**src/hdl/ascp_pkg.sv**
```systemverilog
// Types and constants of the ANSI SGR colour parser.
package ascp_pkg;

  localparam logic [7:0] ESC_BYTE     = 8'd27;
  localparam logic [7:0] BRACKET_BYTE = 8'h5B;
  localparam logic [7:0] FINAL_BYTE   = 8'h6D;
  localparam logic [7:0] SEP_BYTE     = 8'h3B;
  localparam logic [7:0] DIGIT_ZERO   = 8'h30;
  localparam logic [7:0] DIGIT_NINE   = 8'h39;

  localparam logic [3:0] DEFAULT_COLOUR = 4'd9;

  localparam int unsigned  TOKEN_W   = 10;
  localparam logic [9:0]   VALUE_MAX = 10'd1023;

  // SGR parameter codes
  localparam logic [9:0] SGR_RESET  = 10'd0;
  localparam logic [9:0] FG_BASE    = 10'd30;
  localparam logic [9:0] FG_LAST    = 10'd37;
  localparam logic [9:0] FG_DEFAULT = 10'd39;
  localparam logic [9:0] BG_BASE    = 10'd40;
  localparam logic [9:0] BG_LAST    = 10'd47;
  localparam logic [9:0] BG_DEFAULT = 10'd49;

  typedef enum logic [1:0] {
    MODE_NORMAL = 2'd0,
    MODE_ESCAPE = 2'd1,
    MODE_PARAMS = 2'd2
  } ascp_mode_t;

  typedef struct packed {
    logic [7:0] in_byte;
    logic       chunk_end;
  } ascp_in_t;

  typedef struct packed {
    logic [7:0] out_byte;
    logic [3:0] fg_index;
    logic [3:0] bg_index;
    logic       run_last;
  } ascp_out_t;

  // Results caused by one request: count is 0, 1 or 2.
  typedef struct packed {
    logic [1:0] count;
    ascp_out_t  first;
    ascp_out_t  second;
  } ascp_pair_t;

endpackage

```
**src/hdl/ascp_parser.sv**
```systemverilog
// Escape-sequence parser: parse state, colour state and result building.
module ascp_parser import ascp_pkg::*; (
  input  logic       clk,
  input  logic       rst_n,
  input  ascp_in_t   item,
  input  logic       advance,
  output ascp_pair_t pair
);

  ascp_mode_t         mode_r, mode_nxt;
  logic [3:0]         cur_fg_r, cur_fg_nxt;
  logic [3:0]         cur_bg_r, cur_bg_nxt;
  logic [3:0]         pend_fg_r, pend_fg_nxt;
  logic [3:0]         pend_bg_r, pend_bg_nxt;
  logic [TOKEN_W-1:0] tok_val_r, tok_val_nxt;
  logic               tok_seen_r, tok_seen_nxt;
  logic               tok_bad_r, tok_bad_nxt;
  logic               abort_r, abort_nxt;
  logic               params_r, params_nxt;

  // token close-out
  logic [3:0]         fin_fg, fin_bg;
  logic               fin_abort;
  logic [TOKEN_W-1:0] fg_diff, bg_diff;

  // decimal accumulate: value * 10 + digit
  logic [13:0]        acc;
  logic [TOKEN_W-1:0] acc_sat;
  logic               is_digit;

  assign fg_diff  = tok_val_r - FG_BASE;
  assign bg_diff  = tok_val_r - BG_BASE;
  assign acc      = {1'b0, tok_val_r, 3'b000} + {3'b000, tok_val_r, 1'b0}
                  + {10'd0, item.in_byte[3:0]};
  assign acc_sat  = (acc > {4'd0, VALUE_MAX}) ? VALUE_MAX : acc[TOKEN_W-1:0];
  assign is_digit = (item.in_byte >= DIGIT_ZERO) && (item.in_byte <= DIGIT_NINE);

  always_comb begin
    fin_fg    = pend_fg_r;
    fin_bg    = pend_bg_r;
    fin_abort = abort_r;
    if (tok_seen_r) begin
      if (tok_bad_r) begin
        fin_abort = 1'b1;
      end else if (tok_val_r == SGR_RESET) begin
        fin_fg = DEFAULT_COLOUR;
        fin_bg = DEFAULT_COLOUR;
      end else if (((tok_val_r >= FG_BASE) && (tok_val_r <= FG_LAST)) ||
                   (tok_val_r == FG_DEFAULT)) begin
        fin_fg = fg_diff[3:0];
      end else if (((tok_val_r >= BG_BASE) && (tok_val_r <= BG_LAST)) ||
                   (tok_val_r == BG_DEFAULT)) begin
        fin_bg = bg_diff[3:0];
      end
    end
  end

  always_comb begin
    mode_nxt     = mode_r;
    cur_fg_nxt   = cur_fg_r;
    cur_bg_nxt   = cur_bg_r;
    pend_fg_nxt  = pend_fg_r;
    pend_bg_nxt  = pend_bg_r;
    tok_val_nxt  = tok_val_r;
    tok_seen_nxt = tok_seen_r;
    tok_bad_nxt  = tok_bad_r;
    abort_nxt    = abort_r;
    params_nxt   = params_r;
    pair         = '0;

    case (mode_r)
      MODE_ESCAPE: begin
        if (item.in_byte == BRACKET_BYTE) begin
          mode_nxt     = MODE_PARAMS;
          pend_fg_nxt  = DEFAULT_COLOUR;
          pend_bg_nxt  = DEFAULT_COLOUR;
          tok_val_nxt  = '0;
          tok_seen_nxt = 1'b0;
          tok_bad_nxt  = 1'b0;
          abort_nxt    = 1'b0;
          params_nxt   = 1'b0;
        end else begin
          pair.count  = 2'd2;
          pair.first  = '{out_byte: ESC_BYTE, fg_index: cur_fg_r,
                          bg_index: cur_bg_r, run_last: 1'b0};
          pair.second = '{out_byte: item.in_byte, fg_index: cur_fg_r,
                          bg_index: cur_bg_r, run_last: 1'b1};
          mode_nxt    = MODE_NORMAL;
        end
      end
      MODE_PARAMS: begin
        if (item.in_byte == FINAL_BYTE) begin
          pend_fg_nxt  = fin_fg;
          pend_bg_nxt  = fin_bg;
          abort_nxt    = fin_abort;
          tok_val_nxt  = '0;
          tok_seen_nxt = 1'b0;
          tok_bad_nxt  = 1'b0;
          if (params_r) begin
            cur_fg_nxt = fin_abort ? DEFAULT_COLOUR : fin_fg;
            cur_bg_nxt = fin_abort ? DEFAULT_COLOUR : fin_bg;
          end
          mode_nxt = MODE_NORMAL;
        end else begin
          params_nxt = 1'b1;
          if (item.in_byte == SEP_BYTE) begin
            pend_fg_nxt  = fin_fg;
            pend_bg_nxt  = fin_bg;
            abort_nxt    = fin_abort;
            tok_val_nxt  = '0;
            tok_seen_nxt = 1'b0;
            tok_bad_nxt  = 1'b0;
          end else if (is_digit) begin
            tok_val_nxt  = acc_sat;
            tok_seen_nxt = 1'b1;
          end else begin
            tok_bad_nxt  = 1'b1;
            tok_seen_nxt = 1'b1;
          end
        end
      end
      default: begin
        // normal text; the unused mode code behaves the same
        if (item.in_byte == ESC_BYTE) begin
          mode_nxt = MODE_ESCAPE;
        end else begin
          pair.count = 2'd1;
          pair.first = '{out_byte: item.in_byte, fg_index: cur_fg_r,
                         bg_index: cur_bg_r, run_last: 1'b1};
          mode_nxt   = MODE_NORMAL;
        end
      end
    endcase

    if (item.chunk_end) begin
      mode_nxt     = MODE_NORMAL;
      cur_fg_nxt   = DEFAULT_COLOUR;
      cur_bg_nxt   = DEFAULT_COLOUR;
      pend_fg_nxt  = DEFAULT_COLOUR;
      pend_bg_nxt  = DEFAULT_COLOUR;
      tok_val_nxt  = '0;
      tok_seen_nxt = 1'b0;
      tok_bad_nxt  = 1'b0;
      abort_nxt    = 1'b0;
      params_nxt   = 1'b0;
    end
  end

  always_ff @(posedge clk) begin
    if (!rst_n) begin
      mode_r     <= MODE_NORMAL;
      cur_fg_r   <= DEFAULT_COLOUR;
      cur_bg_r   <= DEFAULT_COLOUR;
      pend_fg_r  <= DEFAULT_COLOUR;
      pend_bg_r  <= DEFAULT_COLOUR;
      tok_val_r  <= '0;
      tok_seen_r <= 1'b0;
      tok_bad_r  <= 1'b0;
      abort_r    <= 1'b0;
      params_r   <= 1'b0;
    end else if (advance) begin
      mode_r     <= mode_nxt;
      cur_fg_r   <= cur_fg_nxt;
      cur_bg_r   <= cur_bg_nxt;
      pend_fg_r  <= pend_fg_nxt;
      pend_bg_r  <= pend_bg_nxt;
      tok_val_r  <= tok_val_nxt;
      tok_seen_r <= tok_seen_nxt;
      tok_bad_r  <= tok_bad_nxt;
      abort_r    <= abort_nxt;
      params_r   <= params_nxt;
    end
  end

endmodule

```
**src/hdl/ascp_out_buf.sv**
```systemverilog
// Result register: holds up to two results and hands them out one at a time.
module ascp_out_buf import ascp_pkg::*; (
  input  logic       clk,
  input  logic       rst_n,
  input  ascp_pair_t pair,
  input  logic       load_req,
  output logic       load_ok,
  output logic       out_valid,
  input  logic       out_stall,
  output ascp_out_t  out_data
);

  logic [1:0] cnt_r, cnt_nxt;
  ascp_out_t  res0_r, res0_nxt;
  ascp_out_t  res1_r, res1_nxt;
  logic       pop;
  logic       load;

  assign out_valid = (cnt_r != 2'd0);
  assign out_data  = res0_r;
  assign pop       = out_valid && !out_stall;
  assign load_ok   = (cnt_r == 2'd0) || ((cnt_r == 2'd1) && pop);
  assign load      = load_req && load_ok && (pair.count != 2'd0);

  always_comb begin
    cnt_nxt  = cnt_r;
    res0_nxt = res0_r;
    res1_nxt = res1_r;
    if (load) begin
      cnt_nxt  = pair.count;
      res0_nxt = pair.first;
      res1_nxt = pair.second;
    end else if (pop) begin
      cnt_nxt = cnt_r - 2'd1;
      if (cnt_r == 2'd2) begin
        res0_nxt = res1_r;
      end
    end
  end

  always_ff @(posedge clk) begin
    if (!rst_n) begin
      cnt_r <= 2'd0;
    end else begin
      cnt_r <= cnt_nxt;
    end
  end

  always_ff @(posedge clk) begin
    res0_r <= res0_nxt;
    res1_r <= res1_nxt;
  end

endmodule

```
**src/hdl/ansi_sgr_colour_parser.sv**
```systemverilog
// Top level of the ANSI SGR colour parser: input register, parser, result register.
//
//   channel  | handshake              | payload
//   ---------+------------------------+---------------------------------------
//   in_      | in_valid / in_stall    | in_data  : in_byte, chunk_end
//   out_     | out_valid / out_stall  | out_data : out_byte, fg/bg_index, run_last
//
// One byte request is taken per cycle while in_stall is low. A taken byte is held in
// the input register and parsed from there into the result register, which offers the
// first result. ESC followed by a byte other than '[' gives two results; the result
// register hands out one per cycle while out_stall is low, so a following byte that
// gives results waits in the input register until the result register can take it.
// Bytes that give no result (escape and parameter bytes) pass even while the
// result register is full. Reset (rst_n low, synchronous) empties both
// registers and sets both colours to default.
module ansi_sgr_colour_parser import ascp_pkg::*; (
  input  logic      clk,
  input  logic      rst_n,
  input  logic      in_valid,
  output logic      in_stall,
  input  ascp_in_t  in_data,
  output logic      out_valid,
  input  logic      out_stall,
  output ascp_out_t out_data
);

  logic       in_vld_r, in_vld_nxt;
  ascp_in_t   in_item_r, in_item_nxt;
  ascp_pair_t pair;
  logic       load_ok;
  logic       advance;

  // A parsed byte moves on when its results fit, or when it has none.
  assign advance  = in_vld_r && (load_ok || (pair.count == 2'd0));
  assign in_stall = in_vld_r && !advance;

  always_comb begin
    in_vld_nxt  = in_vld_r;
    in_item_nxt = in_item_r;
    if (!in_stall) begin
      in_vld_nxt = in_valid;
      if (in_valid) begin
        in_item_nxt = in_data;
      end
    end
  end

  always_ff @(posedge clk) begin
    if (!rst_n) begin
      in_vld_r <= 1'b0;
    end else begin
      in_vld_r <= in_vld_nxt;
    end
  end

  always_ff @(posedge clk) begin
    in_item_r <= in_item_nxt;
  end

  // Parse state only moves when the registered byte is consumed.
  ascp_parser u_parser (
    .clk     (clk),
    .rst_n   (rst_n),
    .item    (in_item_r),
    .advance (advance),
    .pair    (pair)
  );

  ascp_out_buf u_out_buf (
    .clk       (clk),
    .rst_n     (rst_n),
    .pair      (pair),
    .load_req  (in_vld_r),
    .load_ok   (load_ok),
    .out_valid (out_valid),
    .out_stall (out_stall),
    .out_data  (out_data)
  );

endmodule

```
**config.mk**
```make
export PLATFORM = sky130hd
export DESIGN_NAME = ansi_sgr_colour_parser
export DESIGN_NICKNAME = d
export VERILOG_FILES = /design/src/hdl/ascp_pkg.sv /design/src/hdl/ascp_parser.sv /design/src/hdl/ascp_out_buf.sv /design/src/hdl/ansi_sgr_colour_parser.sv
export SDC_FILE = /design/constraint.sdc
export NUM_CORES = 1
export LEC_CHECK = 0
export ABC_AREA = 0
export BUFFER_PORTS_ARGS = -buffer_cell sky130_fd_sc_hd__buf_2
export CORE_MARGIN = 3
export CORE_UTILIZATION = 57
export DETAILED_ROUTE_END_ITERATION = 8
export HOLD_SLACK_MARGIN = 0.12
export PLACE_DENSITY = 0.76
export SLEW_MARGIN = 20
export SYNTH_ARGS = -nofsm -noshare
export SYNTH_HDL_FRONTEND = slang
export SYNTH_SLANG_ARGS = --single-unit
```
**constraint.sdc**
```tcl
create_clock -name clk -period 7.95 [get_ports clk]
set_clock_uncertainty 0.2 [all_clocks]
set_input_delay 0 -clock clk [delete_from_list [all_inputs] [get_ports clk]]
set_output_delay 0 -clock clk [all_outputs]
set_load 0.01 [all_outputs]
```
Yosys cells after proc, flatten, opt, wreduce, memory -nomap -nowiden
Index checks and enable logic that the tools add are counted.
{ "op_classes": {"n_addsub": 5, "magnitude_cmp": 7, "eq_ne": 16, "muxes": 67, "n_bitwise": 2, "n_reduce_logical": 36} }
{ "ops": {"columns": ["cell", "n"], "rows": [
  ["$mux 4", 26],
  ["$mux 10", 6],
  ["$mux 17", 3],
  ["$pmux 19 s2", 1],
  ["$mux 36", 1],
  ["$eq 10x6->1 const B", 2],
  ["$le 10x6->1 const B", 2],
  ["$pmux 10 s2", 1],
  ["$reduce_and 4->1", 5],
  ["$mux 18", 1],
  ["$eq 8x7->1 const B", 2],
  ["$mux 1", 16],
  ["$pmux 4 s2", 2],
  ["$add 13x11->14", 1],
  ["$add 14x4->14", 1],
  ["$gt 14x10->1 const B", 1],
  ["$reduce_bool 2->1", 7],
  ["$ge 10x5->1 const B", 1],
  ["$ge 10x6->1 const B", 1],
  ["$logic_not 10->1", 1],
  ["$mux 2", 5],
  ["$logic_and 1x1->1", 9],
  ["$eq 8x5->1 const B", 1],
  ["$eq 8x6->1 const B", 1],
  ["other kinds (21)", 36]
]} }
{ "totals": {"register_bits": 78, "inputBits": 13, "word_cells": 155} }

Depth between registers and ports, before layout
Gate-level depths: netlist (run 1).
{ "depth": {"word_depth": 13, "ltp_mapped": 12, "ltp_nobuf": 9} }

By module
A second synthesis (run 1) with hierarchy kept.
{ "unflattened": {"hier_cells": 392, "hier_area_um2": 4279.1} }
{ "modules_own_cells": {"columns": ["module", "n_inst", "cells_each", "area_per_inst_um2", "seq_area_each_um2"], "rows": [
  ["ascp_parser", 1, 297, 2458.6, 640.6],
  ["ascp_out_buf", 1, 80, 1492.7, 1061.0],
  ["ansi_sgr_colour_parser", 1, 15, 327.8, 290.3]
]} }

Worst setup path after synthesis (run 1)
Ideal clock, no wire load.
{ "synth_path": {"path_type": "register to register", "start": "register in_item_r[4] (netlist name)", "end": "register u_parser.tok_val_r[0]", "arrival_ns": 2.676, "path_slack_ns": 4.933, "stages_incl_launch_ff": 9, "synth_period_minus_slack_ns": 3.017, "cell_sequence": "edfxtp_1 fa_1 fa_1 a211oi_1 o211ai_1 nor3b_1 or2_2 o21ai_2 o2111ai_1"} }
{ "synth_via": {"elab_chain_len": 8, "word_cells_on_any_way": 24, "classes_between": "add/sub (1); order compare (3); eq/ne (6); mux (9); reduce/logical (5)"} }
{ "synth_lines": {"columns": ["item", "line", "rtl"], "rows": [
  ["from (decl)", "ansi_sgr_colour_parser.sv:28", "ascp_in_t in_item_r, in_item_nxt;"],
  ["from (signal assigned)", "ansi_sgr_colour_parser.sv:57", "in_item_r <= in_item_nxt;"],
  ["$add 14x4->14", "ascp_parser.sv:34", "+ {10'd0, item.in_byte[3:0]};"],
  ["$gt 14x10->1", "ascp_parser.sv:35", "assign acc_sat = (acc > {4'd0, VALUE_MAX}) ? VALUE_MAX : acc[TOKEN_W-1:0];"],
  ["$mux 10", "ascp_parser.sv:35", null],
  ["$mux 10", "ascp_parser.sv:113", "end else if (is_digit) begin"],
  ["$mux 10", "ascp_parser.sv:106", "if (item.in_byte == SEP_BYTE) begin"],
  ["$mux 10", "ascp_parser.sv:92", "if (item.in_byte == FINAL_BYTE) begin"],
  ["$pmux 10 s2", "ascp_parser.sv:71", "case (mode_r)"],
  ["$mux 10", "ascp_parser.sv:135", "if (item.chunk_end) begin"],
  ["to (signal assigned)", "ascp_parser.sv:167", "tok_val_r <= tok_val_nxt;"],
  ["to (decl)", "ascp_parser.sv:15", "logic [TOKEN_W-1:0] tok_val_r, tok_val_nxt;"]
]} }
Several ways; a longest one is shown, not always the timed one. The select of a mux whose other input is x is not followed.
A chain may end at the register's enable or synchronous reset.

Final worst setup path (run 1)
{ "layout_path": {"start": "register in_item_r[4] (netlist name)", "end": "register u_parser.tok_val_r[7]"} }
The elaborated chain is that of the path after synthesis.

==> results_dict.tcl, run 1 <==
set metrics [dict create \
    status "finished, final reports clean" \
    io_pins 32 \
    min_period_over_period_pct 42.4 \
    synth.avg_cell_area_um2 10.6 \
    hpwl_mm 5.92 \
    io_buffer_count 31 \
    muxShareOfSynthArea_pct 0.493 \
    critPathKind "flop to flop" \
    endpoint_kind "flop" \
    cts_root_buf "clkbuf_8" \
    antenna_found_initial 0 \
    synth-edff-count 43 \
    p_per_area_nw_per_um2 188 \
    cp-start-kind "flop" \
    netlist.area_leader.share_pct 31.8 \
    overflow 0 \
    utilization_pct 67.0 \
    place.gp.congestion 0.830 \
    coreArea_um2 6870 \
    slowest_stage "fa_1" \
    numCtsBuffers 9 \
    tightest_slew_ns 0.754 \
    grt_max_degree 38 \
    routed_wl_mm 8.30 \
    rsz0062_at_grt "false" \
    hold_viol_final 0 \
    grt_use_total_pct 21.6 \
    power_leakage_nw 1.90 \
    finalPower_uw 866 \
    hold_path.class "input pin to flop" \
    path_clk_slew_ns 0.09 \
    synth_top_family_by_area "simple AND/OR/NAND/NOR gates" \
    fin_tns_setup_ns 0 \
    cts_buffer_depth 2 \
    cp_data_required_time_ns 7.96 \
    cp_common_cell "fa_1" \
    clkSinkCount 78 \
    grt_pass1_wl_mm 14.3 \
    synthSimpleGateAreaFrac_pct 19.0 \
    area_growth_pct 13.2 \
    clk_latency_ns 0.36 \
    syn_area_um2 4060 \
    cp.arrival_ns 3.39 \
    ys_types 64 \
    max_cap_violations 0 \
    yosys_warnings 0 \
    ys_seq_elements 78 \
    async_flop_share_pct 0 \
    synth-main-ff-cell "edfxtp_1" \
    ys_seq_area_share_pct 49.0 \
    synth_top_area_cell "edfxtp_1" \
    synth_compound_area_share_pct 17.7 \
    rows 30 \
    drv_slew 0 \
    vias_per_cell 5.73 \
    die_w_um 90.4 \
    die-height_um 90.4 \
    crit_path_max_incr_delay_ns 0.58 \
    vdd_ir_drop_max_v 0.0000822 \
    max-slew-margin-rel_pct 49.7 \
    ys_top_cells_by_area "edfxtp_1 32%, dfxtp_1 17%, ha_1 7.7%, nand2_1 6.1%, and2_1 2.8%" \
    dieArea_um2 8180 \
    drive_gt1_share_pct 14.7 \
    first_pass_iters 4 \
    ant_nets 0 \
    cts_tree "built" \
    grt_pass1_vias 2979 \
    synth_fa_ha_area_share_pct 8.68 \
    cp_max_fo 10 \
    cts_resized 0 \
    diodes 0 \
    period_needed_ns 3.37 \
    synth_xor_area_share_pct 1.94 \
    synthCells 385 \
    num_vias 3049 \
    path_cells "fa_1 -> fa_1 -> a211oi_1 -> o211ai_1 -> nor3b_1 -> or2_2 -> o21ai_2 -> o2111ai_1" \
    synth.net_count 425 \
    n_fill_cell 535 \
    cts.htree.levels 3 \
    start_util_pct 59.2 \
    setup_violations 0 \
    wl_per_cell_um 15.6 \
    max_clock_freq_ghz 0.296 \
    fin_nets 471 \
    drc_errors 0 \
    drt_iter0_drc 204 \
]
-- layout by cell type, fill, tap and decap left out, types with 4 or more instances in the layout --
master / netlist / final
nand2_1: 66 / 66
edfxtp_1: 43 / 43
dfxtp_1: 35 / 35
buf_2: 4 / 31
ha_1: 25 / 25
and2_1: 18 / 18
nor2_1: 17 / 17
a21oi_1: 14 / 14
dlygate4sd3_1: 0 / 14
inv_1: 12 / 12
o2111ai_1: 11 / 11
nor2b_1: 9 / 9
clkbuf_8: 0 / 9
o22a_1: 8 / 8
nand3_1: 7 / 7
o21ai_0: 7 / 7
xor2_1: 5 / 5
o21a_1: 5 / 5
o211ai_1: 5 / 5
a2bb2oi_1: 5 / 5
a21o_1: 5 / 5
nand2b_1: 4 / 4
a31oi_1: 4 / 4
nor4_1: 4 / 4
xnor2_1: 4 / 4
o22ai_1: 4 / 4
a22o_1: 4 / 4
o2bb2ai_1: 4 / 4
-- final timing paths --
| check | start | end | slack [ns] | cells past startpoint |
|---|---|---|---|---|
| worst max-delay path | in_item_r[4] | u_parser.tok_val_r[7] | 4.58 | 8 |
| worst min-delay path | in_data[1] | in_item_r[1] | 0.15 | 2 |
| worst max register to register | in_item_r[4] | u_parser.tok_val_r[7] | 4.58 | 8 |
| worst min register to register | u_parser.pend_bg_r[2] | u_parser.pend_bg_r[2] | 0.25 | 2 |
-- Yosys cell counts, drive strengths merged, types with 5 or more instances --
master   instances
o211ai           6
xor2             5
nand3            7
a21oi           14
o21a             5
and2            18
ha              25
nor2            17
o21ai           12
dfxtp           35
o2111ai         11
a2bb2oi          5
inv             14
edfxtp          43
nor2b            9
buf              8
a21o             5
o22a             8
nand2           66
-- worst max-delay path, delay by kind of cell (launching register included) --
| kind | cells | cell delay (ns) |
|---|---|---|
| adders and majority gates | 2 | 1.08 |
| DFF | 1 | 0.53 |
| and+or+nand+nor | 2 | 0.44 |
| AOI/OAI and AO/OA | 4 | 0.98 |
-- power breakdown --
part	switching [mW]	leakage (nW)	internal, mW
sequential	0.0144	0.695	0.459
clock	0.164	0.0927	0.120
combinational	0.0666	1.11	0.0423
total	0.245	1.90	0.621
-- layout make-up --
class                           instances  area, um2  share of cell area [%]
Clock buffer                            9        124                    2.69
Clock inverter                          7       62.6                    1.36
Inverter                               14       55.1                    1.20
Multi-Input combinational cell        282       1940                    42.3
Sequential cell                        78       1990                    43.3
Tap cell                               96        120                    2.61
Timing Repair Buffer                   46        303                    6.58
-- metrics by stage --
| step | setup slack, ns | cells | hold WS [ns] | instance area, um2 |
|---|---|---|---|---|
| floorplan | 4.93 | 385 | -0.101 | 4060 |
| global placement | 4.67 | 502 | -0.0235 | 4270 |
| detailed placement | 4.60 | 502 | -0.0218 | 4270 |
| CTS | 4.58 | 532 | 0.142 | 4600 |
| global route | 4.35 | 532 | 0.154 | 4600 |
| finish | 4.58 | 532 | 0.150 | 4600 |
-- what timing repair did --
| item | 4_1_cts | 5_1_grt |
|---|---|---|
| setup buffers | 0 | 0 |
| hold buffers | 14 | 0 |
| hold endpoints to repair | 43 | 0 |
| setup endpoints to repair | 0 | 0 |
-- per-layer routing --
metal  up-vias  part of all wire (%)  track usage, %  routed length [um]
li1       1524                     -               -                   -
met1      1434                    44            27.6                3690
met4         0                   1.8            8.42                 150
met2        79                    50            36.2                4140
met3        12                   3.8            4.33                 316
met5         -                     0               0                   0
-- cells by family after synthesis --
| logic type | count (synthesis) |
|---|---|
| AO/OA/AOI/OAI | 95 |
| AND/OR/NAND/NOR | 149 |
| adder cells (fa/ha/maj) | 27 |
| XOR/XNOR | 9 |
| flip-flops | 78 |
| buffers and inverters | 25 |
| multiplexers | 2 |
-- sequential cells by signal (all words and copies together), names as in the netlist, 2 cells and up --
name / count
u_parser.tok_val_r: 10
u_parser.mode_r: 2
u_out_buf.cnt_r: 2
u_out_buf.res1_r: 17
u_parser.pend_bg_r: 4
u_parser.cur_fg_r: 4
u_parser.cur_bg_r: 4
u_out_buf.out_data: 17
in_item_r: 9
u_parser.pend_fg_r: 4
No activity file was read; power rests on OpenSTA's default activity.
==> inputs of run 2 (changes only) <==
clock period = 3.5 ns   (was 7.95 ns; I/O delays follow)
==> run 2 against run 1 <==
Net effect: power grew 130%; sequential share of layout area shrank 0.64 points; combinational power grew 140%; fmax grew 2.4%; first-iteration DRC count shrank 2.0%; flip-flop and latch count is the same; worst setup slack lost 4.4 ns; non-clock buffer count grew 7; register-to-register slack lost 4.4 ns; routed wire length grew 1.0%; die area is the same.
==> results_dict.tcl, run 2 (same netlist as run 1, synthesis figures left out) <==
set metrics [dict create \
    n_fill_cell 539 \
    coreArea_um2 6870 \
    grt_pass1_vias 2913 \
    vias_per_cell 5.76 \
    utilization_pct 68.0 \
    max-slew-margin-rel_pct 47.9 \
    cp.depth 8 \
    cp_num_buf_inv 0 \
    hold_viol_final 0 \
    endpoint_kind "flop" \
    grt_max_degree 18 \
    r2r-end "u_parser.tok_val_r[2]" \
    grt_use_total_pct 21.2 \
    vdd_ir_drop_max_v 0.000221 \
    max_cap_violations 0 \
    routed_wl_mm 8.38 \
    placed_cells 509 \
    r2r-start "in_item_r[4]" \
    period_needed_ns 3.30 \
    cts_root_buf "clkbuf_8" \
    clk_latency_ns 0.35 \
    path_clk_slew_ns 0.09 \
    num_vias 3104 \
    tightest_slew_ns 0.780 \
    dieArea_um2 8180 \
    startpoint "in_item_r[4]" \
    numCtsBuffers 9 \
    final-seq-area_um2 1990 \
    ant_nets 0 \
    max_clock_freq_ghz 0.303 \
    area_growth_pct 14.9 \
    fin_tns_setup_ns 0 \
    min_period_over_period_pct 94.1 \
    critPathKind "flop to flop" \
    path_cells "fa_1 -> fa_1 -> a211oi_1 -> o211ai_1 -> nor3b_1 -> or2_2 -> o21ai_4 -> o2111ai_1" \
    first_pass_iters 5 \
    cp-start-kind "flop" \
    regToRegSetupSlack_ns 0.20 \
    reg2regPathDepth 8 \
    status "finished, final reports clean" \
    cp_data_required_time_ns 3.52 \
    place.gp.congestion 0.875 \
    rows 30 \
    io_buffer_count 31 \
    cts_buffer_depth 2 \
    drive_gt1_share_pct 16.0 \
    cts_tree "built" \
    crit_family "adder cells" \
    drt_iter0_drc 200 \
    die_w_um 90.4 \
    holdWs_ns 0.150 \
    mostFrequentLayoutCell "nand2_1" \
    mostFrequentLayoutCells "66 x nand2_1, 43 x edfxtp_1, 35 x dfxtp_1" \
    cts.htree.levels 3 \
    p_per_area_nw_per_um2 423 \
    clkSinkCount 78 \
    slowest_stage "fa_1" \
    multi_input_area_um2 1960 \
    drv_slew 0 \
    drc_errors 0 \
    fin_nets 478 \
    diodes 0 \
    setup_violations 0 \
    cp_common_cell "fa_1" \
    finalPower_mw 1.98 \
    crit_path_max_incr_delay_ns 0.57 \
    hpwl_mm 6.19 \
    power_leakage_nw 1.93 \
    rsz0062_at_grt "false" \
    io_pins 32 \
    cp.arrival_ns 3.31 \
    overflow 0 \
    start_util_pct 59.2 \
    hold_path.class "input pin to flop" \
    crit_end "u_parser.tok_val_r[2]" \
    die-height_um 90.4 \
    wl_per_cell_um 15.5 \
    cp_max_fo 10 \
    grt_pass1_wl_mm 14.0 \
    antenna_found_initial 0 \
    stdcell_count 539 \
]
## run 2: changes by cell type in the layout (fill, tap and decap cells not counted), sizes merged
| cell | delta |
|---|---|
| buf | +7 |
| clkinv | -1 |
| clkinvlp | +1 |
## run 2: worst min path at each step
stage,from,to,slack (ns),depth (start not counted)
after floorplan,in_data[0],in_item_r[0],-0.10,0
after global placement,in_data[0],in_item_r[0],-0.02,1
after detailed placement,in_data[6],in_item_r[6],-0.02,1
after CTS,in_data[1],in_item_r[1],0.15,2
after global routing,in_data[7],in_item_r[7],0.15,2
final,in_data[7],in_item_r[7],0.15,2
## run 2: area by class of cell
cell class                      count  area share [%]
Clock inverter                      7            1.37
Sequential cell                    78            42.7
Inverter                           14            1.18
Clock buffer                        9            2.65
Tap cell                           96            2.57
Multi-Input combinational cell    282            42.0
Timing Repair Buffer               53            7.61
## run 2: what timing repair did
| action | CTS | global route |
|---|---|---|
| endpoints found under the hold margin | 43 | 0 |
| setup endpoints to repair | 0 | 10 |
| resized for setup | 0 | 2 |
| hold buffers | 14 | 0 |
| buffers inserted | 0 | 0 |
## run 2: routing by layer
| metal | vias up | wire (um) | track usage [%] |
|---|---|---|---|
| li1 | 1537 | - | - |
| met1 | 1474 | 3970 | 28.8 |
| met2 | 80 | 3990 | 34.1 |
| met3 | 13 | 284 | 4.50 |
| met4 | 0 | 136 | 6.63 |
| met5 | - | 0 | 0 |
## run 2: power by group
part / switching (mW) / total, mW / leakage, nW / internal (mW)
Combinational: 0.155 / 0.260 / 1.15 / 0.105
Clock: 0.370 / 0.643 / 0.0903 / 0.273
Sequential: 0.0312 / 1.07 / 0.695 / 1.04
Total: 0.556 / 1.98 / 1.93 / 1.42
## run 2: through the flow
stage / cell area (um2) / worst slack, ns
floorplan: 4060 / 0.483
global placement: 4330 / 0.254
detailed placement: 4330 / 0.159
CTS: 4650 / 0.121
global route: 4670 / 0.0243
finish: 4670 / 0.205
==> inputs of run 3 (changes only) <==
CTS_CLUSTER_DIAMETER = 200   (was unset)
SYNTH_HIERARCHICAL = 1   (was unset)
==> run 3 against run 2 <==
Net effect: clock-buffer cell count grew 1; global-route usage increased by 0.73 points; core utilization increased by 2.9 points; critical path depth up 2; synthesized cell count rose by 1.8%; routed wire length is 9.4% higher; first-iteration DRC count fell by 22%; via count is 4.5% higher; combinational power is 54% higher; sequential share of layout area down 2.6 points; worst setup slack got worse by 0.050 ns; final cell count increased by 2.6%.
==> results_dict.tcl, run 3 <==
set metrics [dict create \
    area_growth_pct 16.3 \
    io_buffer_count 31 \
    stdcell_count 553 \
    cts.htree.levels 3 \
    place_area_um2 4580 \
    numCtsBuffers 9 \
    coreArea_um2 7020 \
    async_flop_share_pct 0 \
    synth.avg_cell_area_um2 10.9 \
    setup_ws_ns 0.155 \
    regToRegSetupSlack_ns 0.16 \
    synthCells 392 \
    die_w_um 92.6 \
    ant_nets 0 \
    drv_slew 0 \
    cp_data_required_time_ns 3.49 \
    io_pins 32 \
    overflow 0 \
    wl_met3_um 350 \
    p_per_area_nw_per_um2 449 \
    mostFrequentLayoutCell "edfxtp_1" \
    setup_violations 0 \
    power_leakage_nw 2.16 \
    clkSinkCount 78 \
    cts_root_buf "clkbuf_8" \
    grt_pass1_wl_mm 15.0 \
    max_clock_freq_ghz 0.299 \
    drc_errors 0 \
    grt_max_degree 19 \
    cts_tree "built" \
    antenna_found_initial 0 \
    wl_met2_mm 4.63 \
    netlist.area_leader.share_pct 30.2 \
    place_ws_ns 0.0931 \
    ys_seq_area_share_pct 46.5 \
    mostFrequentLayoutCells "43 x edfxtp_1, 35 x dfxtp_1, 35 x nand2_1" \
    die-height_um 92.6 \
    routed_wl_mm 9.17 \
    place.gp.congestion 0.778 \
    rows 30 \
    critPathKind "flop to flop" \
    synthTopCellsByCount "43 x edfxtp_1, 35 x dfxtp_1, 35 x nand2_1" \
    synth-edff-count 43 \
    ys_types 64 \
    syn_area_um2 4280 \
    topRoutingLayerUsed "met4" \
    final_cell_area_um2 4970 \
    cp.arrival_ns 3.34 \
    synth_top_area_cell "edfxtp_1" \
    endpoint_kind "flop" \
    hpwl_mm 6.57 \
    drive_gt1_share_pct 20.4 \
    cts_buffer_depth 2 \
    fin_nets 493 \
    start_util_pct 61.0 \
    grt_pass1_vias 3195 \
    first_pass_iters 4 \
    ys_seq_elements 78 \
    cp-start-kind "flop" \
    path_clk_slew_ns 0.08 \
    finalPower_mw 2.23 \
    status "finished, final reports clean" \
    max-slew-margin-rel_pct 34.6 \
    min_period_over_period_pct 95.6 \
    num_vias 3243 \
    vias_per_cell 5.86 \
    hold_viol_final 0 \
    yosysMostFrequentCell "edfxtp_1" \
    period_needed_ns 3.34 \
    dieArea_um2 8580 \
    diodes 0 \
    max_cap_violations 0 \
    wl_per_cell_um 16.6 \
    utilization_pct 70.9 \
    drt_iter0_drc 156 \
    tightest_slew_ns 0.979 \
    clk_latency_ns 0.34 \
    yosys_warnings 6 \
    vdd_ir_drop_max_v 0.000293 \
    synth-main-ff-cell "edfxtp_1" \
    cp_max_fo 9 \
    synth.net_count 433 \
    met1Wirelength_mm 4.11 \
    grt_use_total_pct 21.9 \
    placed_cells 519 \
    hold_path.class "input pin to flop" \
    ys_top_cells_by_area "edfxtp_1 30%, dfxtp_1 16%, ha_1 7.6%, mux2_4 6.0%, nand2_1 3.1%" \
]
## run 3: where the power goes
group / internal [mW] / leakage (nW) / switching (mW)
sequential: 1.08 / 0.691 / 0.0398
combinational: 0.183 / 1.37 / 0.217
clock: 0.401 / 0.100 / 0.315
## run 3: metrics by stage
step                      TNS, ns  hold WS [ns]
after floorplan                 0        -0.138
after global placement          0       -0.0226
after detailed placement        0       -0.0219
after CTS                       0         0.145
after global routing      -0.0146         0.168
final                           0         0.165
## run 3: area by class of cell
class	instances	area [um2]
Multi-Input combinational cell	290	2190
Fill cell	533	2040
Sequential cell	78	1990
Timing Repair Buffer	61	413
Clock buffer	10	128
Tap cell	96	120
Clock inverter	6	87.6
Inverter	12	45.0
## run 3: logic make-up after synthesis
group | Yosys count | synth area share (%)
xor+xnor | 8 | 1.64
compound gates | 100 | 16.5
flops | 78 | 46.5
buf+inv | 24 | 2.54
simple gates | 131 | 16.9
mux | 23 | 7.40
fa+ha+maj | 28 | 8.54
## run 3: path summary, 6_finish.rpt
| check | depth (start not counted) | end | start |
|---|---|---|---|
| max | 10 | u_parser/tok_val_r[5] | in_item_r[3] |
| min | 2 | in_item_r[6] | in_data[6] |
| max reg2reg | 10 | u_parser/tok_val_r[5] | in_item_r[3] |
| min reg2reg | 1 | u_parser/pend_fg_r[2] | u_parser/pend_fg_r[2] |
## run 3: routing by layer
layer  global-route usage (%)  up-vias
met4                     5.13        0
met2                     38.6       68
met1                     27.9     1581
li1                         -     1586
met3                     4.22        8
met5                        0        -
## run 3: timing repair
| item | 4_1_cts | 5_1_grt |
|---|---|---|
| hold buffers | 13 | 0 |
| setup endpoints to repair | 0 | 10 |
| setup buffers | 0 | 5 |
| endpoints found under the hold margin | 60 | 0 |
| resized for setup | 0 | 3 |
## run 3: worst max-delay path, cell delays in order (launching register included)
cell      delay [ns]
edfxtp_1        0.48
ha_1            0.33
ha_1            0.24
fa_1            0.43
a211oi_1        0.29
o21ai_1         0.18
o31ai_2         0.30
xnor2_1         0.14
a311oi_4        0.30
buf_4           0.22
a221oi_1        0.09
